`src/rtl/gb5_ram.sv`:
```
// Generic single-write, single-read RAM with registered read data.
// Standalone; no package needed.
module gb5_ram #(
  parameter int WIDTH = 8,
  parameter int DEPTH = 16
) (
  input  logic                     clk,
  input  logic                     we,
  input  logic [$clog2(DEPTH)-1:0] waddr,
  input  logic [WIDTH-1:0]         wdata,
  input  logic                     re,
  input  logic [$clog2(DEPTH)-1:0] raddr,
  output logic [WIDTH-1:0]         rdata
);

  logic [WIDTH-1:0] mem [DEPTH];

  // Write port.
  always_ff @(posedge clk) begin
    if (we) begin
      mem[waddr] <= wdata;
    end
  end

  // Read port; data holds while re is low.
  always_ff @(posedge clk) begin
    if (re) begin
      rdata <= mem[raddr];
    end
  end

endmodule

```
`config.mk`:
```
export PLATFORM = sky130hd
export DESIGN_NAME = gb5_ram
export DESIGN_NICKNAME = d
export VERILOG_FILES = /design/src/rtl/gb5_ram.sv
export SDC_FILE = /design/constraint.sdc
export NUM_CORES = 1
export LEC_CHECK = 0
export ABC_AREA = 1
export BUFFER_PORTS_ARGS = -buffer_cell sky130_fd_sc_hd__clkbuf_2
export CAP_MARGIN = 20
export CORE_MARGIN = 2
export CORE_UTILIZATION = 25
export CTS_BUF_LIST = sky130_fd_sc_hd__clkbuf_8
export CTS_CLUSTER_SIZE = 40
export DETAILED_ROUTE_END_ITERATION = 8
export GPL_TIMING_DRIVEN = 0
export HOLD_SLACK_MARGIN = 0.06
export PLACE_DENSITY = 0.4
export RECOVER_POWER = 50
export SLEW_MARGIN = 5
export SYNTH_ARGS = -nofsm -noshare
export SYNTH_HDL_FRONTEND = slang
export SYNTH_SLANG_ARGS = --single-unit
```
`constraint.sdc`:
```
create_clock -name clk -period 3.5 [get_ports clk]
set_clock_uncertainty 0.15 [all_clocks]
set_input_delay 0.7 -clock clk [delete_from_list [all_inputs] [get_ports clk]]
set_output_delay 0.7 -clock clk [all_outputs]
set_load 0.01 [all_outputs]
```
# Word-level counts from Yosys, hierarchy flattened
# Memory sizes are Yosys's and may differ from the RTL's. A register that Yosys moved wholly into a read port is not among the register bits.
# Cells that the tools add are included.
# totals
reg_bits,0
ramBits,128
input_bits,19
out_inout_bits,8
elab_cells,3
mem_count,1
# op_classes
muxes,2
# memory_table
memory,words,width,rd,rd_clocked_by_memory_dff,wr,line,text
mem,16,8,1,1,1,16,logic [WIDTH-1:0] mem [DEPTH];
# ops
cell,count
1-bit two-way mux,2

# Logic depth before layout (Yosys ltp)
# logic_depth
ltp_word,2
depth_mapped,8
depth_no_buf,7

# Worst setup path after synthesis
# OpenSTA, ideal clock, no wires.
# synth_path
path_type,input port to flip-flop
from,in waddr[2]
to,mem mem[10][0] (enable)
setup_time_ns,0.370
t_arrival_ns,1.281
required_ns,2.980
setup_slack_ns,1.699
path_stages,2
path_buffers,0
cell_sequence,nand3b_1 -> nor2_1
# synth_lines
item,line,text
"start, declared",9,"input logic [$clog2(DEPTH)-1:0] waddr,"
"end, declared",16,
# No word-level cell before the write port.

# Worst setup path in the final report
# layout_path
from,in waddr[3]
to,mem mem[4][1] (enable)
# No word-level cell before the write port.

==> summary.md <==
| Metric | Value |
|---|---|
| Nets | slightly above 600 |
| Clk_lat worst skew | around 0.45 ns |
| Slew margin rel. | 0.2974 |
| Rows | 55 |
| Worst r2r src | mem[14][0] |
| Run status | finished clean |
| Crit. End Element | flop |
| Top cells by area, synth | edfxtp_1 70%, nand2_1 11%, nand3_1 8.3%, inv_1 6.4%, buf_6 1.2% |
| Global-route wire length before repair | roughly 23000 um |
| Core Util, Final | 0.2948 |
| Peak VDD IR | ~0.18 mV |
| Setup_tns | 0 ns |
| Routed via count | 3760 |
| Ys async rst share | 0 |
| Largest net degree at the start of global routing | 17 |
| CP peak stage delay | around 0.85 ns |
| DP Area | 6354 um^2 |
| Slew Limit Fails | 0 |
| Die width | 156.9 um |
| Antenna violations before repair | 1 |
| Vias in the first global route | 3496 |
| Avg Synthesized Cell Area | between 10 and 15 um^2 |
| Hold WC Path Type | input port to flop |
| Crit Path Category | input port to flop |
| Final setup viols | 0 |
| Total Routing Usage GR | 0.1337 |
| Layout cell share with drive strength beyond 1 | 0.1089 |
| Actual slew at the worst max-slew pin | 1.050 ns |
| Critical path cell sequence | clkbuf_2 -> nand3b_1 -> nor2_1 |
| Hold Path End | rdata[6] |
| Critical path arrival | approximately 1.9 ns |
| MaxCap Viol Count | 0 |
| Fill count | ~2400 |
| Wire length per cell | roughly 17 um |
| Post-route clock period utilization | 0.5730 |
| CP max FO | 8 |
| Worst r2r path cells | 6 |
| Final wirelength | 15810 um |
| Yosys top cell area share | 0.6985 |
| DR vias/cell | about 4.1 |
| Synth Net Count | 570 |
| Synth area leader | edfxtp_1 |
| CTS Buf Count | 17 |
| R2R Setup Slk | ~2.1 ns |
| Startpoint types | input port |
| PortBufs | 23 |
| Period minus WS final | about 2.0 ns |
| DR pass1 iterations | 5 |
| EDFF count, synth | 136 |
| Clk pin slew, worst setup/hold paths | around 0.07 ns |
| TritonCTS clock tree | built |
| Max Clk Rate | about 500 MHz |
| R2R Path End | rdata[0] |
| Sequential-to-total area share from yosys stat | 0.6985 |
| Num ports | 27 |
| Worst Hold Depth | 1 |
| PD cells | around 490 nW/um^2 |
| HPWL after DPL | roughly 11000 um |
| Starting density of the core | 0.2567 |
| Chip height | roughly 160 um |
| RSZ-0062 raised after global routing | false |
| Fin. Hold Viols | 0 |
| Synth Instances | 551 |
| N_diodes | 0 |
| Crit-path slowest cell | nor2_1 |
| Post-CTS Hold Buffers | 0 |
| GPL Wtd Cong | between 0.8 and 0.9 |
| Cell with the most instances after synthesis | nand2_1 |
| Leakage | about 0.0028 uW |
| Post-synth cell types | 11 |
| Hold wc startpoint | re |
| Grt total ovfl | 0 |
| CTS H-tree lvls | 4 |
| Area of the core | around 23000 um^2 |
| Setup Fix Bufs, Post-CTS | 0 |
| Antenna-violating nets left | 0 |
| CTS resizes | 0 |
| Synth Flop Type | edfxtp_1 |
| Initial drt markers | about 300 |
| Area grow syn2layout | 14.83% |
| Synth Register Bits | 136 |
| # DRC | 0 |
| Req. time, crit path | about 3.4 ns |
| Design area | 6714 um^2 |
| Root buf cell | clkbuf_8 |
| Synth top cells by count | 173 x nand2_1, 136 x edfxtp_1, 100 x inv_1, 97 x nand3_1, 17 x nor2_1 |
| CTS sink cnt | between 100 and 150 |
| Mapped Area | a little under 6000 um^2 |
| Clock Tree Buf Depth | 2 |
| YS warnings | 0 |
| Die area | about 25000 um^2 |
## area by class of cell
type | instances | area [um^2] | share of cell area
well taps | 313 | 391.6 | 0.05833
repair buffers | 23 | 102.6 | 0.01528
inverters | 102 | 382.9 | 0.05703
clock inverters | 15 | 138.9 | 0.02069
plain buffers | 24 | 166.4 | 0.02479
flip-flops and latches | 136 | 4084 | 0.6083
clock buffers | 17 | 234.0 | 0.03485
multi-input cells | 289 | 1214 | 0.1808
## layer usage
| metal | part of all wire | up-vias | GRT usage |
|---|---|---|---|
| met5 | 0 | - | 0 |
| met4 | 0.019 | 0 | 0.05505 |
| met3 | 0.050 | 18 | 0.02863 |
| met2 | 0.45 | 126 | 0.2041 |
| met1 | 0.48 | 1753 | 0.1848 |
| li1 | - | 1863 | - |
## cell families after synthesis
| group | Yosys count | synth area share |
|---|---|---|
| and+or+nand+nor | 289 | 0.2076 |
| DFF | 136 | 0.6985 |
| buffers and inverters | 126 | 0.09394 |
## sequential cells by signal (all words and copies together), names as in the netlist
register and cells:
rdata 8, mem 128
## metrics by stage
stage / power [uW] / hold WS (ns) / setup slack, ns / cells
after floorplan: 2010 / 0.5329 / 1.699 / 551
after global placement: 2126 / 0.6586 / 1.119 / 887
after detailed placement: 2129 / 0.6534 / 0.9897 / 887
after CTS: 3348 / 0.4358 / 1.470 / 919
after global routing: 3434 / 0.5291 / 1.450 / 919
final: 3313 / 0.5163 / 1.494 / 919
## how the worst max path moves through the flow
stage | startpoint | end | slack [ns] | cells after the start
2_1_floorplan | waddr[2] | mem[10][0] | 1.70 | 2
3_5_place_dp | waddr[3] | mem[4][0] | 0.99 | 3
5_1_grt | waddr[3] | mem[5][0] | 1.45 | 3
3_3_place_gp | waddr[3] | mem[4][4] | 1.12 | 3
4_1_cts | waddr[3] | mem[4][1] | 1.47 | 3
6_report | waddr[3] | mem[4][1] | 1.49 | 3
## critical path, delay by kind of cell
kind                   cells  cell delay, ns
buffers and inverters      1            0.10
AND/OR/NAND/NOR            2            1.12
## cell usage in the layout, fill, tap and decap left out, drive strengths merged
| master | instances |
|---|---|
| nor2 | 17 |
| buf | 24 |
| nand2 | 173 |
| nand3 | 97 |
| clkinv | 6 |
| edfxtp | 136 |
| inv | 106 |
| nand3b | 2 |
| clkinvlp | 3 |
| bufinv | 2 |
| clkbuf | 40 |
## power by group
part	switching, uW	internal (uW)	leakage, uW
registers	8.22	1830	0.00124
logic	178	66.5	0.00137
clock network	606	621	0.000193
total	793	2520	0.00279
(Power assumes the default switching activity.)
