<file path="config.mk">
export PLATFORM = sky130hd
export DESIGN_NAME = gb5_queue
export DESIGN_NICKNAME = d
export VERILOG_FILES = /design/src/rtl/gb5_pkg.sv /design/src/rtl/gb5_queue.sv
export SDC_FILE = /design/constraint.sdc
export NUM_CORES = 1
export LEC_CHECK = 0
export BUFFER_PORTS_ARGS = -buffer_cell sky130_fd_sc_hd__clkbuf_2
export CORE_UTILIZATION = 50
export CTS_BUF_LIST = sky130_fd_sc_hd__clkbuf_8
export DETAILED_ROUTE_END_ITERATION = 16
export PLACE_DENSITY = 0.73
export SYNTH_ARGS = -nofsm -noshare
export SYNTH_HDL_FRONTEND = slang
export SYNTH_SLANG_ARGS = --single-unit
</file>
<file path="constraint.sdc">
create_clock -name clk -period 3.2 [get_ports clk]
set_clock_uncertainty 0.2 [all_clocks]
set_input_delay 0.48 -clock clk [delete_from_list [all_inputs] [get_ports clk]]
set_output_delay 0.48 -clock clk [all_outputs]
set_load 0.02 [all_outputs]
</file>
<file path="src/rtl/gb5_pkg.sv">
// Shared types, constants and helpers of the 5x5 RGB blur block.
// Used by the front, queue, back and top level; depends on nothing else.
package gb5_pkg;

  // Largest supported row length and derived widths.
  localparam int MAX_WIDTH  = 2048;
  localparam int COL_W      = $clog2(MAX_WIDTH);
  localparam int EW_W       = $clog2(MAX_WIDTH + 1);
  localparam int LEAD_W     = $clog2(2 * MAX_WIDTH + 4);
  localparam int RING_AW    = $clog2(4 * MAX_WIDTH + 16);
  localparam int RING_DEPTH = 1 << RING_AW;

  // Fixed field widths.
  localparam int CFG_WIDTH_W = 12;
  localparam int ROW_W       = 16;
  localparam int OUT_COL_W   = 11;
  localparam int CHAN_W      = 8;
  localparam int PIXEL_W     = 3 * CHAN_W;
  localparam int HSUM_W      = 12;
  localparam int VSUM_W      = 16;

  localparam int TAPS        = 5;
  localparam int QUEUE_DEPTH = 4;

  typedef logic [PIXEL_W-1:0] pixel_t;
  typedef logic [TAPS-1:0][PIXEL_W-1:0] column_t;

  typedef enum logic {
    OP_PUSH  = 1'b0,
    OP_FLUSH = 1'b1
  } op_t;

  typedef enum logic {
    REG_IMAGE_WIDTH  = 1'b0,
    REG_IMAGE_HEIGHT = 1'b1
  } reg_index_t;

  typedef enum logic [1:0] {
    PF_IDLE,
    PF_COL1,
    PF_MAIN
  } pf_state_t;

  // Effective frame geometry.
  typedef struct packed {
    logic [EW_W-1:0]  width;
    logic [ROW_W-1:0] height;
  } geom_t;

  // One output pixel to be computed by the back part.
  typedef struct packed {
    logic [COL_W-1:0]   ex;
    logic [ROW_W-1:0]   ey;
    logic [RING_AW-1:0] ep;
    logic               last;
  } job_t;

  // Write port of the line stores.
  typedef struct packed {
    logic               we;
    logic [RING_AW-1:0] addr;
    pixel_t             data;
  } store_wr_t;

  // Binomial weights 1, 4, 6, 4, 1.
  function automatic logic [2:0] tap_weight(input int idx);
    logic [2:0] wt;
    case (idx)
      0, 4:    wt = 3'd1;
      1, 3:    wt = 3'd4;
      2:       wt = 3'd6;
      default: wt = 3'd0;
    endcase
    return wt;
  endfunction

endpackage

</file>
<file path="src/rtl/gb5_queue.sv">
// Short job queue between the front and the back part.
// Uses gb5_pkg for the job type and depth.
module gb5_queue (
  input  logic          clk,
  input  logic          rst,
  input  logic          push,
  input  gb5_pkg::job_t push_job,
  input  logic          pop,
  output logic          full,
  output logic          head_valid,
  output gb5_pkg::job_t head
);
  import gb5_pkg::*;

  localparam int QA_W = $clog2(QUEUE_DEPTH);
  localparam int QC_W = $clog2(QUEUE_DEPTH + 1);

  job_t            entries [QUEUE_DEPTH];
  logic [QA_W-1:0] wr_ptr;
  logic [QA_W-1:0] rd_ptr;
  logic [QC_W-1:0] count;

  assign full       = count == QC_W'(QUEUE_DEPTH);
  assign head_valid = count != '0;
  assign head       = entries[rd_ptr];

  // Storage.
  always_ff @(posedge clk) begin
    if (push) begin
      entries[wr_ptr] <= push_job;
    end
  end

  // Pointers and fill count.
  always_ff @(posedge clk) begin
    if (rst) begin
      wr_ptr <= '0;
      rd_ptr <= '0;
      count  <= '0;
    end else begin
      if (push) begin
        wr_ptr <= wr_ptr + QA_W'(1);
      end
      if (pop) begin
        rd_ptr <= rd_ptr + QA_W'(1);
      end
      count <= count + QC_W'(push) - QC_W'(pop);
    end
  end

endmodule

</file>
# Yosys cells after proc, flatten, opt, wreduce, memory -nomap -nowiden
# Memory sizes are Yosys's and may differ from the RTL's. A register that Yosys moved wholly into a read port is not among the register bits.
# Index checks and enable logic that the tools add are counted.
# Widths: inputs -> output; s select.
# op_classes
addsub	4
eq_ne	1
mux	4
reduce_logical	1
# ops
operator	count
$add 2x1->2 const B	2
$mux 2	2
$add 3x1->3	1
$eq 3x3->1 const B	1
$reduce_bool 3->1	1
$sub 3x1->3	1
$mux 1	2
# word_totals
ramBits	168
elab_cells	14
reg_bits	7
input_bits	46
n_memories	1
out_inout_bits	44
# mem_list
memory	words	width	rd	rd_ports_with_merged_regs	wr	line_no	text
entries	4	42	1	1	1	gb5_queue.sv:18	job_t entries [QUEUE_DEPTH];

# Depth between registers and ports, before layout
# depth
ltp_word	3
ltp_mapped	7
ltp_nobuf	7

# Worst setup path before layout
# Ideal clock, no wire load.
# synth_path
path_type	reg-to-reg
startpoint	register wr_ptr[0]
endpoint	memory entries[2][0] in the netlist's numbering (enable)
arrival_time_ps	1555
setup_time_ps	403
setup_slack_ps	1041
synth_period_minus_slack_ps	2159
n_path_buf	0
required_time_ps	2597
stages_incl_launch_ff	4
cell_sequence	dfxtp_1 > inv_1 > ha_1 > and2_1
# synth_lines
element	line_no	text
start, declared	gb5_queue.sv:19	logic [QA_W-1:0] wr_ptr;
start signal, assigned	gb5_queue.sv:42	wr_ptr <= wr_ptr + QA_W'(1);
end, declared	gb5_queue.sv:18	
# Straight into the memory's write port.

==> summary.txt <==
status: finished clean
setup TNS: 0 ps
Root Buffer: clkbuf_8
Post-CTS Setup Repair Bufs: 0
Layout area overhead: 15.8%
routed vias: 2911
Crit path required time: 2520 ps
worst hold-check path type: in -> reg
layout net count: 422
Int Power: 3.58 mW
first-pass GRT wire length: 16400 um
sequential share of power: 58.1%
wire per inst: 18.9 um
CP arrival: 2090 ps
switching part of the total: 23.3%
Synth Net Count: 315
mapped cell area: 0.00655 mm^2
Starting DRT DRC Count: 209
max cap viols: 0
area leader, netlist: edfxtp_1
sw power: 1.09 mW
RSZ-0062 raised after global routing: false
Core ar.: 0.0127 mm^2
buffers added on ports: 89
P per Cell Area: 615 mW/mm^2
GR Layer Usage met1: 23.2%
Starting Density: 51.5%
Leakage: 2.60 nW
Final setup viols: 0
H-tree depth: 4
Most used DFF post-synth: edfxtp_1
crit path kind: reg -> out
die height: 116 um
residual DRC count: 0
drt first pass iters: 4
Post-Syn Instances: 262
largest net degree at the start of global routing: 43
Max transition margin: 52.6%
Comb pwr share: 12.0%
Detailed Route WL: 10500 um
IO Pins: 90
Clock power frac: 29.9%
num rows: 41
Via density: 5.25
Final Critical Period: 2770 ps
PostCTS Resize Cnt: 0
post-DP HPWL: 6580 um
Tot GR Track Use: 17.3%
Critical Path Start Type: flip-flop
reg2reg setup slack: 1280 ps
Reg clk slew, reported paths: 90 ps
Crit. End Element: output port
DP Area: 0.00723 mm^2
Post-synth EDFFs: 168
final hold vios: 0
Design Area, Final: 0.00759 mm^2
final std cells w/o fill: 554
register area share after synthesis: 79.7%
Die Width: 116 um
GPL Wtd Cong: 0.668
Routed Antenna Nets: 0
Synth top area share: 77.0%
ant diodes: 0
antenna violations before repair: 1
CTS tree: built
vias in the first global route: 3003
M2 GR Usage: 26.3%
Slew @ Worst Pin: 712 ps
share of cells above drive strength 1: 44.8%
most used routing layer: met2
total grt overflow: 0
Util after Layout: 59.6%
post-synthesis area per instance: 25.0 um^2
Synth cell types: 22
Max Freq: 361 MHz
Ys Warns: 0
max-slew violation count: 0
Clock Latency Late Sink: 450 ps
clock buffer depth: 2
Area contributors post-synth: edfxtp_1 77%, mux4_2 14%, dfxtp_1 2.7%
met3 usage: 5.76%
CTS sink cnt: 177
Fin Hold WS: 40.7 ps
number of synthesized register bits: 177
Worst Path Max Fanout: 27
die area: 0.0136 mm^2
CTS hold repair buffers: 0
Worst VDD drop: 0.000373 V
CTS Buf Count: 17
share of async-settable or async-resettable flops after synthesis: 0%
DP Cell Count: 522
Tcrit/Tclk final: 86.6%
per-layer routing:
metal	share of wire [%]	vias up	wire length, um
met2	48	81	4990
met1	45	1507	4660
li1	-	1306	-
met4	1.8	0	193
met5	0	-	0
met3	5.8	17	609
state kept, by name (all words and copies together) (netlist names), named ones only:
register and count:
wr_ptr 2, entries 168, count 3, rd_ptr 2
synth_stat cells, types with 2 or more instances:
cell type / count
dfxtp_1: 9
and2_1: 4
inv_1: 6
edfxtp_1: 168
buf_2: 4
buf_12: 4
xnor2_1: 2
mux4_2: 40
nor2_1: 5
ha_1: 6
nor2b_1: 2
mux4_1: 2
worst paths after layout:
check / from / to / cells after the start
worst max-delay path: flip-flop / head[25] / 3
worst min-delay path: push_job[13] / entries[3][13]$_DFFE_PP_ / 1
worst max register to register: count[0]$_SDFF_PP0_ / count[2]$_SDFF_PP0_ / 7
worst min register to register: rd_ptr[0]$_SDFFE_PP0P_ / flip-flop / 2
cell usage in the layout (no fill, tap or decap), types with 2 or more instances in the layout:
master and count:
clkinvlp_4 4, nor2b_1 2, mux4_1 2, clkinv_2 3, edfxtp_1 168, mux4_2 40
nor2_1 5, clkbuf_8 17, bufinv_16 2, clkinv_1 4, dfxtp_1 7, xnor2_1 2
ha_1 6, and2_2 4, inv_1 8, buf_4 5, clkbuf_2 89, buf_12 4
power by group through the flow:
stage	clock [mW]	sequential [mW]	combinational, mW
final	1.40	2.71	0.560
after floorplan	0	2.73	0.407
after detailed placement	0	2.77	0.571
after global placement	0	2.76	0.560
after CTS	1.44	2.71	0.573
after global routing	1.51	2.73	0.613
cell families (layout without fill, tap and decap cells):
kind of cell / count (synthesis) / after routing / share of synthesized area (%)
fa+ha+maj: 7 / 7 / 1.45
buf+inv: 16 / 136 / 2.10
mux: 43 / 43 / 14.7
flops: 177 / 177 / 79.7
compound gates: 2 / 2 / 0.229
simple gates: 14 / 14 / 1.16
xor+xnor: 3 / 3 / 0.630
cell type report:
cell class                      instances  area, um^2
Timing Repair Buffer                   98         563
Clock inverter                         15         128
Inverter                                6        22.5
Clock buffer                           17         234
Multi-Input combinational cell         69        1200
Tap cell                              172         215
Fill cell                             945        5130
Sequential cell                       177        5230
per-stage QoR:
step	setup WS (ps)	total power, mW
2_1_floorplan	1040	3.14
3_3_place_gp	863	3.32
3_5_place_dp	855	3.34
4_1_cts	334	4.72
5_1_grt	279	4.85
6_report	430	4.67
worst max-delay path: stages (launching register included):
cell,delay (ps)
dfxtp_2,800
buf_4,330
mux4_2,340
clkbuf_2,180
(Power assumes the default switching activity.)
