`src/rtl/gb5_pkg.sv`:
```
// Shared types, constants and helpers of the 5x5 RGB blur block.
// Used by the front, queue, back and top level; depends on nothing else.
package gb5_pkg;

  // Largest supported row length and derived widths.
  localparam int MAX_WIDTH  = 2048;
  localparam int COL_W      = $clog2(MAX_WIDTH);
  localparam int EW_W       = $clog2(MAX_WIDTH + 1);
  localparam int LEAD_W     = $clog2(2 * MAX_WIDTH + 4);
  localparam int RING_AW    = $clog2(4 * MAX_WIDTH + 16);
  localparam int RING_DEPTH = 1 << RING_AW;

  // Fixed field widths.
  localparam int CFG_WIDTH_W = 12;
  localparam int ROW_W       = 16;
  localparam int OUT_COL_W   = 11;
  localparam int CHAN_W      = 8;
  localparam int PIXEL_W     = 3 * CHAN_W;
  localparam int HSUM_W      = 12;
  localparam int VSUM_W      = 16;

  localparam int TAPS        = 5;
  localparam int QUEUE_DEPTH = 4;

  typedef logic [PIXEL_W-1:0] pixel_t;
  typedef logic [TAPS-1:0][PIXEL_W-1:0] column_t;

  typedef enum logic {
    OP_PUSH  = 1'b0,
    OP_FLUSH = 1'b1
  } op_t;

  typedef enum logic {
    REG_IMAGE_WIDTH  = 1'b0,
    REG_IMAGE_HEIGHT = 1'b1
  } reg_index_t;

  typedef enum logic [1:0] {
    PF_IDLE,
    PF_COL1,
    PF_MAIN
  } pf_state_t;

  // Effective frame geometry.
  typedef struct packed {
    logic [EW_W-1:0]  width;
    logic [ROW_W-1:0] height;
  } geom_t;

  // One output pixel to be computed by the back part.
  typedef struct packed {
    logic [COL_W-1:0]   ex;
    logic [ROW_W-1:0]   ey;
    logic [RING_AW-1:0] ep;
    logic               last;
  } job_t;

  // Write port of the line stores.
  typedef struct packed {
    logic               we;
    logic [RING_AW-1:0] addr;
    pixel_t             data;
  } store_wr_t;

  // Binomial weights 1, 4, 6, 4, 1.
  function automatic logic [2:0] tap_weight(input int idx);
    logic [2:0] wt;
    case (idx)
      0, 4:    wt = 3'd1;
      1, 3:    wt = 3'd4;
      2:       wt = 3'd6;
      default: wt = 3'd0;
    endcase
    return wt;
  endfunction

endpackage

```
`src/rtl/gb5_out_if.sv`:
```
// Output stream channel of the blur block: handshake and result payload.
// Standalone; no package needed.
interface gb5_out_if;
  logic        valid;
  logic        ready;
  logic [7:0]  red_out;
  logic [7:0]  green_out;
  logic [7:0]  blue_out;
  logic [10:0] out_column;
  logic [15:0] out_row;
  logic        frame_done;

  modport source (output valid, red_out, green_out, blue_out, out_column, out_row,
                  frame_done, input ready);
  modport sink (input valid, red_out, green_out, blue_out, out_column, out_row,
                frame_done, output ready);
endinterface

```
`src/rtl/gb5_back.sv`:
```
// Back part of the blur block: reads one five-row column of the line stores
// per job, keeps the 5x5 window and computes the weighted sums. Uses gb5_pkg.
module gb5_back (
  input  logic                                        clk,
  input  logic                                        rst,
  input  gb5_pkg::geom_t                              geom,
  input  logic                                        head_valid,
  input  gb5_pkg::job_t                               head,
  output logic                                        pop,
  output logic                                        rd_en,
  output logic [gb5_pkg::TAPS-1:0][gb5_pkg::RING_AW-1:0] rd_addr,
  input  gb5_pkg::column_t                            rd_data,
  gb5_out_if.source                                   blurred
);
  import gb5_pkg::*;

  pf_state_t          state;
  pf_state_t          state_next;
  logic               en;
  logic               issue;
  logic               is_pre;
  logic               pre_j;
  logic               first;
  logic               w1;
  logic [EW_W:0]      k;
  logic [EW_W:0]      k_wrap;
  logic [ROW_W:0]     yc;
  logic [RING_AW-1:0] base;
  logic [RING_AW-1:0] wa;
  logic               col_ok;
  logic               newcol;
  logic               prew;
  logic               pre_idx;
  logic [TAPS-1:0]    row_ok;
  logic [ROW_W+1:0]   h2;

  // Read stage registers.
  logic               b_valid;
  logic               b_pre;
  logic               b_w1;
  logic               b_newcol;
  logic               b_prew;
  logic               b_idx;
  logic               b_col_ok;
  logic [TAPS-1:0]    b_row_ok;
  job_t               b_meta;
  column_t            col_data;

  // Window stage.
  column_t            win [TAPS];
  column_t            pre [2];
  logic               c_valid;
  job_t               c_meta;

  // Row sum stage.
  logic [HSUM_W-1:0]  hsum [TAPS][3];
  logic [HSUM_W-1:0]  hsum_next [TAPS][3];
  logic               h_valid;
  job_t               h_meta;
  logic [VSUM_W-1:0]  vsum [3];

  // Output register.
  logic               ov;

  assign en = !ov || blurred.ready;

  // Job sequencing: the first pixel of a frame is preceded by two column
  // prefetches that fill the start of the first row's window.
  assign first = (head.ex == '0) && (head.ey == '0);
  always_comb begin
    state_next = state;
    issue      = 1'b0;
    is_pre     = 1'b0;
    pre_j      = 1'b0;
    pop        = 1'b0;
    if (en && head_valid) begin
      issue = 1'b1;
      case (state)
        PF_IDLE: begin
          if (first) begin
            is_pre     = 1'b1;
            state_next = PF_COL1;
          end else begin
            pop = 1'b1;
          end
        end
        PF_COL1: begin
          is_pre     = 1'b1;
          pre_j      = 1'b1;
          state_next = PF_MAIN;
        end
        PF_MAIN: begin
          pop        = 1'b1;
          state_next = PF_IDLE;
        end
        default: state_next = PF_IDLE;
      endcase
    end
  end

  always_ff @(posedge clk) begin
    if (rst) begin
      state <= PF_IDLE;
    end else begin
      state <= state_next;
    end
  end

  // Which column to read: the column two to the right in the current rows,
  // near the row end a start column of the next row; own column at width one.
  assign w1     = geom.width == EW_W'(1);
  assign k      = (EW_W + 1)'(head.ex) + (EW_W + 1)'(2);
  assign k_wrap = k - (EW_W + 1)'(geom.width);
  always_comb begin
    yc      = (ROW_W + 1)'(head.ey);
    base    = head.ep + RING_AW'(2);
    col_ok  = 1'b1;
    newcol  = 1'b0;
    prew    = 1'b0;
    pre_idx = 1'b0;
    if (is_pre) begin
      yc      = '0;
      base    = head.ep + RING_AW'(pre_j);
      col_ok  = (EW_W)'(pre_j) < geom.width;
      prew    = 1'b1;
      pre_idx = pre_j;
    end else if (w1) begin
      base = head.ep;
    end else if (k < (EW_W + 1)'(geom.width)) begin
      newcol = 1'b1;
    end else begin
      yc      = (ROW_W + 1)'(head.ey) + (ROW_W + 1)'(1);
      prew    = 1'b1;
      pre_idx = k_wrap[0];
    end
  end

  // Five row addresses and the row border mask.
  assign wa    = RING_AW'(geom.width);
  assign h2    = (ROW_W + 2)'(geom.height) + (ROW_W + 2)'(2);
  assign rd_en = en;
  always_comb begin
    for (int d = 0; d < TAPS; d++) begin
      rd_addr[d] = base + wa * RING_AW'(d) - (wa << 1);
      row_ok[d]  = ((ROW_W + 2)'(yc) + (ROW_W + 2)'(d) >= (ROW_W + 2)'(2)) &&
                   ((ROW_W + 2)'(yc) + (ROW_W + 2)'(d) < h2);
    end
  end

  always_ff @(posedge clk) begin
    if (rst) begin
      b_valid <= 1'b0;
    end else if (en) begin
      b_valid <= issue;
    end
  end

  always_ff @(posedge clk) begin
    if (en) begin
      b_pre    <= is_pre;
      b_w1     <= w1;
      b_newcol <= newcol;
      b_prew   <= prew;
      b_idx    <= pre_idx;
      b_col_ok <= col_ok;
      b_row_ok <= row_ok;
      b_meta   <= head;
    end
  end

  // Masked read column.
  always_comb begin
    for (int d = 0; d < TAPS; d++) begin
      col_data[d] = (b_row_ok[d] && b_col_ok) ? rd_data[d] : '0;
    end
  end

  // Window and prefetch columns.
  always_ff @(posedge clk) begin
    if (en && b_valid) begin
      if (b_prew) begin
        pre[b_idx] <= col_data;
      end
      if (!b_pre) begin
        if (b_w1) begin
          win[0] <= '0;
          win[1] <= '0;
          win[2] <= col_data;
          win[3] <= '0;
          win[4] <= '0;
        end else if (b_meta.ex == '0) begin
          win[0] <= '0;
          win[1] <= '0;
          win[2] <= pre[0];
          win[3] <= pre[1];
          win[4] <= b_newcol ? col_data : '0;
        end else begin
          for (int c = 0; c < TAPS - 1; c++) begin
            win[c] <= win[c+1];
          end
          win[TAPS-1] <= b_newcol ? col_data : '0;
        end
      end
    end
  end

  always_ff @(posedge clk) begin
    if (rst) begin
      c_valid <= 1'b0;
    end else if (en) begin
      c_valid <= b_valid && !b_pre;
    end
  end

  always_ff @(posedge clk) begin
    if (en) begin
      c_meta <= b_meta;
    end
  end

  // Horizontal weighted sums per row and channel.
  always_comb begin
    for (int d = 0; d < TAPS; d++) begin
      for (int ch = 0; ch < 3; ch++) begin
        hsum_next[d][ch] = '0;
        for (int c = 0; c < TAPS; c++) begin
          hsum_next[d][ch] = hsum_next[d][ch] + HSUM_W'(tap_weight(c)) *
                             HSUM_W'(win[c][d][PIXEL_W-1-CHAN_W*ch -: CHAN_W]);
        end
      end
    end
  end

  always_ff @(posedge clk) begin
    if (rst) begin
      h_valid <= 1'b0;
    end else if (en) begin
      h_valid <= c_valid;
    end
  end

  always_ff @(posedge clk) begin
    if (en) begin
      hsum   <= hsum_next;
      h_meta <= c_meta;
    end
  end

  // Vertical weighted sums.
  always_comb begin
    for (int ch = 0; ch < 3; ch++) begin
      vsum[ch] = '0;
      for (int d = 0; d < TAPS; d++) begin
        vsum[ch] = vsum[ch] + VSUM_W'(tap_weight(d)) * VSUM_W'(hsum[d][ch]);
      end
    end
  end

  // Output register; divide by 256 keeps the high byte.
  always_ff @(posedge clk) begin
    if (rst) begin
      ov <= 1'b0;
    end else if (en) begin
      ov <= h_valid;
    end
  end

  always_ff @(posedge clk) begin
    if (en) begin
      blurred.red_out    <= vsum[0][VSUM_W-1 -: CHAN_W];
      blurred.green_out  <= vsum[1][VSUM_W-1 -: CHAN_W];
      blurred.blue_out   <= vsum[2][VSUM_W-1 -: CHAN_W];
      blurred.out_column <= OUT_COL_W'(h_meta.ex);
      blurred.out_row    <= h_meta.ey;
      blurred.frame_done <= h_meta.last;
    end
  end

  assign blurred.valid = ov;

endmodule

```
`src/flat_wrapper.sv`:
```
// flat-port wrapper written by rule: the top's interface ports become plain ports
module gb5_back_flat import gb5_pkg::*;
  (clk, rst, geom, head_valid, head, pop, rd_en, rd_addr, rd_data, blurred_valid, blurred_red_out, blurred_green_out, blurred_blue_out, blurred_out_column, blurred_out_row, blurred_frame_done, blurred_ready);
  gb5_out_if blurred_i ();
  input  logic clk;
  input  logic rst;
  input  gb5_pkg::geom_t geom;
  input  logic head_valid;
  input  gb5_pkg::job_t head;
  output logic pop;
  output logic rd_en;
  output logic [gb5_pkg::TAPS-1:0][gb5_pkg::RING_AW-1:0] rd_addr;
  input  gb5_pkg::column_t rd_data;
  output wire logic [$bits(blurred_i.valid)-1:0] blurred_valid;
  output wire logic [$bits(blurred_i.red_out)-1:0] blurred_red_out;
  output wire logic [$bits(blurred_i.green_out)-1:0] blurred_green_out;
  output wire logic [$bits(blurred_i.blue_out)-1:0] blurred_blue_out;
  output wire logic [$bits(blurred_i.out_column)-1:0] blurred_out_column;
  output wire logic [$bits(blurred_i.out_row)-1:0] blurred_out_row;
  output wire logic [$bits(blurred_i.frame_done)-1:0] blurred_frame_done;
  input wire logic [$bits(blurred_i.ready)-1:0] blurred_ready;
  assign blurred_valid = blurred_i.valid;
  assign blurred_red_out = blurred_i.red_out;
  assign blurred_green_out = blurred_i.green_out;
  assign blurred_blue_out = blurred_i.blue_out;
  assign blurred_out_column = blurred_i.out_column;
  assign blurred_out_row = blurred_i.out_row;
  assign blurred_frame_done = blurred_i.frame_done;
  assign blurred_i.ready = blurred_ready;
  gb5_back u_core (.clk(clk), .rst(rst), .geom(geom), .head_valid(head_valid), .head(head), .pop(pop), .rd_en(rd_en), .rd_addr(rd_addr), .rd_data(rd_data), .blurred(blurred_i));
endmodule
```
`config.mk`:
```
export PLATFORM = sky130hd
export DESIGN_NAME = gb5_back_flat
export DESIGN_NICKNAME = d
export VERILOG_FILES = /design/src/rtl/gb5_pkg.sv /design/src/rtl/gb5_out_if.sv /design/src/rtl/gb5_back.sv /design/src/flat_wrapper.sv
export SDC_FILE = /design/constraint.sdc
export NUM_CORES = 2
export LEC_CHECK = 0
export ABC_AREA = 1
export BUFFER_PORTS_ARGS = -buffer_cell sky130_fd_sc_hd__buf_2
export CAP_MARGIN = 20
export CELL_PAD_IN_SITES_DETAIL_PLACEMENT = 1
export CELL_PAD_IN_SITES_GLOBAL_PLACEMENT = 1
export CORE_UTILIZATION = 45
export CTS_CLUSTER_SIZE = 20
export DETAILED_ROUTE_END_ITERATION = 10
export GPL_TIMING_DRIVEN = 0
export PLACE_DENSITY_LB_ADDON = 0.1
export SLEW_MARGIN = 25
export SYNTH_ARGS = -nofsm -noshare
export SYNTH_HDL_FRONTEND = slang
export SYNTH_SLANG_ARGS = --single-unit
```
`constraint.sdc`:
```
create_clock -name clk -period 35.6 [get_ports clk]
set_input_delay 0 -clock clk [delete_from_list [all_inputs] [get_ports clk]]
set_output_delay 0 -clock clk [all_outputs]
set_load 0.02 [all_outputs]
```
; Word level (Yosys, flattened, before mapping)
; Memories as Yosys holds them, arrays and structs flattened.
; Index checks and enable logic that the tools add are counted.
[word_totals]
mem_count = 2
out_inout_bits = 125
ff_bits = 333
input_bits = 194
ram_bits = 840
[memory_table]
columns = memory, depth, word_bits, read_ports, rd_clocked_by_memory_dff, write_ports, line
row1 = u_core.win, 5, 120, 5, 0, 5, gb5_back.sv:50  ; column_t win [TAPS];
row2 = u_core.pre, 2, 120, 2, 0, 1, gb5_back.sv:51  ; column_t pre [2];
[op_classes]
n_lt_le_gt_ge = 12
n_eq_ne = 4
bitwise = 10
mul = 19
muxes = 55
reduce_logical = 23
addsub = 91
[ops]
columns = operator, count
row1 = 2-to-1 mux 120 bit, 11
row2 = adder 12 x 10 -> 12 bit, 15
row3 = adder 12 x 11 -> 12 bit, 15
row4 = adder 12 x 8 -> 12 bit, 15
row5 = adder 8 x 10 -> 11 bit, 15
row6 = multiplier 2 x 8 -> 10 bit (first input constant), 15
row7 = 2-to-1 mux 24 bit, 5
row8 = >= comparator 18 x 2 -> 1 bit (second input constant), 4
row9 = less-than comparator 18 bit, 4
row10 = subtractor 14 x 13 -> 14 bit, 5
row11 = 2-to-1 mux 17 bit, 3
row12 = adder 16 x 12 -> 16 bit, 3
row13 = adder 16 x 14 -> 16 bit, 3
row14 = adder 16 x 15 -> 16 bit, 3
row15 = adder 12 x 14 -> 15 bit, 3
row16 = multiplier 2 x 12 -> 14 bit (first input constant), 3
row17 = adder 17 x 2 -> 18 bit (second input constant), 2
row18 = 2-to-1 mux 1 bit, 30
row19 = adder 14 bit, 2
row20 = 2-to-1 mux 14 bit, 2
row21 = zero test 11 bit, 2
row22 = adder 17 x 1 -> 18 bit (second input constant), 1
row23 = adder 17 x 3 -> 18 bit (second input constant), 1
row24 = less-than comparator 17 x 18 -> 1 bit, 1
row25 = 27 further kinds, 51

; Longest topological paths before layout
[depth]
ltp_word = 9
ltp_mapped = 37
ltp_nobuf = 36

; Worst setup path after synthesis
; Ideal clock, no wire load.
[synth_path]
path_type = reg2reg
startpoint = reg u_core.ov, in the netlist u_core.blurred.valid
endpoint = mem u_core.win[0][315] in the netlist's numbering (data pin)
period_less_slack_ns = 32.350
required_time_ns = 35.442
slack_ns = 3.250
arrival_time_ns = 32.192
path_stages_with_launch = 15
n_path_buf = 3
cell_sequence = dfxtp_1 > inv_1 > nor2_4 > inv_2 > nand2_1 > nor2_1 > inv_1 > nor2_1 > clkbuf_1 > nand2_1 > inv_2 > buf_2 > buf_1 > nand2_1 > o211ai_1
[synth_rtl]
columns = item, line
row1 = from (decl), gb5_back.sv:63  ; logic ov;
row2 = from (signal assigned), gb5_back.sv:264  ; ov <= h_valid;
row3 = to (decl), gb5_back.sv:50

==> results.md <==
- Status: complete, no violations
- Placed cells: 9286
- CP Buf/Inv Count: 7
- Relative slew slack: 0.2519
- PwrDens: between 90 and 100 nW/um^2
- Synth Net Count: approximately 8000
- Most frequent cell after synthesis: edfxtp_1
- Worst path required time: around 36 ns
- Post-synthesis async set-or-reset flop share: 0
- Critical Path Slowest Stage Cell: fa_1
- Fin area: around 86000 sq um
- Ys Warns: 0
- Clock skew: roughly 0.034 ns
- Post-CTS setup buffer count: 0
- RD Place Congestion: slightly below 0.9
- First-pass GRT wire length: about 330 mm
- Crit path launch type: flip-flop
- Worst-case vdd ir drop: between 0.2 and 0.3 mV
- Boundary Pins: approximately 320
- Wire length per cell: around 23 microns
- IO Port Bufs: roughly 320
- Total grt overflow: 0
- Top cell type's share of synthesized area: 0.4733
- Cell taking the most area after synthesis: edfxtp_1
- P&R area growth vs syn: 16.16%
- Minimum clock period after layout: approximately 6.8 ns
- CTS buffer count: between 100 and 150
- Routed WL: 218.7 mm
- Die area: between 150000 and 200000 sq um
- Post-Layout Cell Count: a little under 10000
- Crit Path Category: flip-flop to output pin
- Share of cells above drive strength 1: 0.09189
- Worst Hold Class: input pin to flip-flop
- Final net count: about 8700
- Fill count: ~17000
- Total negative slack: 0 ns
- Synth top area cells: edfxtp_1 (47%), ha_1 (12%), fa_1 (11%)
- Cell count after synthesis: roughly 6700
- CTS tree: yes
- Final ANT Viol Nets: 0
- Critical Path End Type: output pin
- Clock buffer depth: 3
- Final core occ: 0.5277
- Syn_area_per_cell: approximately 11 sq um
- Vias: just over 50000
- Final worst-path cycle share: 0.1898
- CTS resizes: 0
- Max FO, Critical Path: between 60 and 70
- Worst Path Arrival: 6.76 ns
- CTS sink cnt: roughly 1200
- CP max stage delay: between 0.6 and 0.7 ns
- DR pass1 iterations: 5
- CTS hold repair buffers: 170
- Post-route DRC: 0
- Leakage: 37.86 nW
- H-tree depth: 4
- F_max: ~150 MHz
- RSZ-0062 raised after global routing: false
- Vias in the first global route: 55836
- Number of synthesized flops with an enable pin: approximately 1200
- Worst-Skew Late Latency: about 0.80 ns
- Post-synth top cells: edfxtp_1 (1167), inv_1 (1065), nand2_1 (899)
- Total track usage: 0.2655
- #FFs+latches synth: about 1200
- Final Hold Fails: 0
- Core ar.: between 150000 and 200000 sq um
- Die width: just over 400 microns
- HPWL after detailed placement: roughly 170 mm
- Pin count of the biggest net entering global routing: between 80 and 90
- Area after DPL: between 70000 and 80000 sq um
- Clock Pin Slew Worst Setup and Hold Paths: around 0.050 ns
- Synthesized area: approximately 74000 sq um
- Clock Root Buffer: clkbuf_16
- Setup-failing EPs final: 0
- Max Cap Viol: 0
- Ys flop type: edfxtp_1
- Via-per-instance ratio: roughly 5.3
- Post-synthesis sequential area ratio: 0.4750
- Die height: between 400 and 500 microns
- Antenna violations before repair: 19
- Drt initial violations: roughly 3100
- Slew at the pin with the worst max-slew slack: roughly 1.1 ns
- Initial Util: 0.4543
- Max-slew violations: 0
- Std cell rows: approximately 150
- Top delay family on crit path: compound AO/OA/AOI/OAI gates
- Yosys cell types: 57
[stage by stage]
step | worst slack (ns) | total power [mW] | hold slack (ns)
2_1_floorplan | 3.250 | 5.169 | 0.06907
3_3_place_gp | -16.26 | 6.888 | 0.1765
3_5_place_dp | 29.38 | 7.015 | 0.1844
4_1_cts | 28.63 | 8.554 | 0.0008297
5_1_grt | 28.19 | 9.105 | 0.04785
6_report | 28.84 | 8.482 | 0.04996
[worst paths after layout]
path	slack, ns	end	start	depth (start not counted)
min	0.05	u_core.b_meta[36]	head[36]	2
min reg2reg	0.41	u_core.blurred.out_row[11]	u_core.h_meta[26]	0
max reg2reg	29.82	u_core.b_row_ok[3]	u_core.blurred.valid	24
max	28.84	rd_addr[55]	u_core.blurred.valid	25
[where the power goes]
part | switching (mW) | internal, mW
logic | 3.24 | 1.73
registers | 0.107 | 1.96
clock network | 0.612 | 0.843
total | 3.96 | 4.53
[sequential cells by signal, summed over array words and instances (netlist names), 2 cells and up]
signal                     count
u_core.pre                   240
u_core.win                   600
u_core.blurred.red_out         8
u_core.hsum                  180
u_core.blurred.out_column     11
u_core.blurred.green_out       8
u_core.c_meta                 28
u_core.blurred.blue_out        8
u_core.h_meta                 28
u_core.b_row_ok                5
u_core.b_meta                 28
u_core.blurred.out_row        16
u_core.state                   2
[area by class of cell]
type | count | area [sq um] | share of cell area
Buffer | 124 | 570.5 | 0.006635
Inverter | 1082 | 4074 | 0.04737
Multi-Input combinational cell | 4360 | 34280 | 0.3986
Timing Repair Buffer | 542 | 4637 | 0.05392
Clock inverter | 80 | 858.3 | 0.009981
Clock buffer | 170 | 3680 | 0.04279
Antenna cell | 5 | 12.51 | 0.0001455
Tap cell | 2175 | 2721 | 0.03165
Sequential cell | 1173 | 35160 | 0.4089
[routing by layer]
metal / GRT usage / part of all wire
met5: 0 / 0.00024
met4: 0.07875 / 0.028
met3: 0.03749 / 0.045
met2: 0.4643 / 0.50
met1: 0.3406 / 0.43
[logic make-up after synthesis]
group | synth area share
and+or+nand+nor | 0.1053
adders and majority gates | 0.2244
buffers and inverters | 0.06243
DFF | 0.4750
AOI/OAI and AO/OA | 0.07740
xor gates and xnor gates | 0.05547
[layout by cell type (no fill, tap or decap), types with 7 or more instances in the layout]
master            n
a211oi_1          7
a21o_1           14
a21oi_1         451
a22o_1          114
and2_1            9
buf_1            11
buf_12           21
buf_16           35
buf_2           332
bufinv_16        14
clkbuf_1        105
clkbuf_16       143
clkbuf_2         11
clkinv_1         26
clkinv_2         21
dlygate4sd3_1   170
edfxtp_1       1167
fa_1            398
ha_1            691
inv_1          1065
inv_2            12
inv_6             9
nand2_1         899
nand3_1         198
nand3_2          10
nand4_1          28
nor2_1          616
nor2_2           19
nor2_4           16
nor3_1           35
o211ai_1        109
o21a_1           14
o21ai_0         135
o21bai_1         51
o221ai_1         12
o31ai_1          10
xnor2_1         107
xor2_1          359
Note: power is estimated with default switching activity, not from simulation.
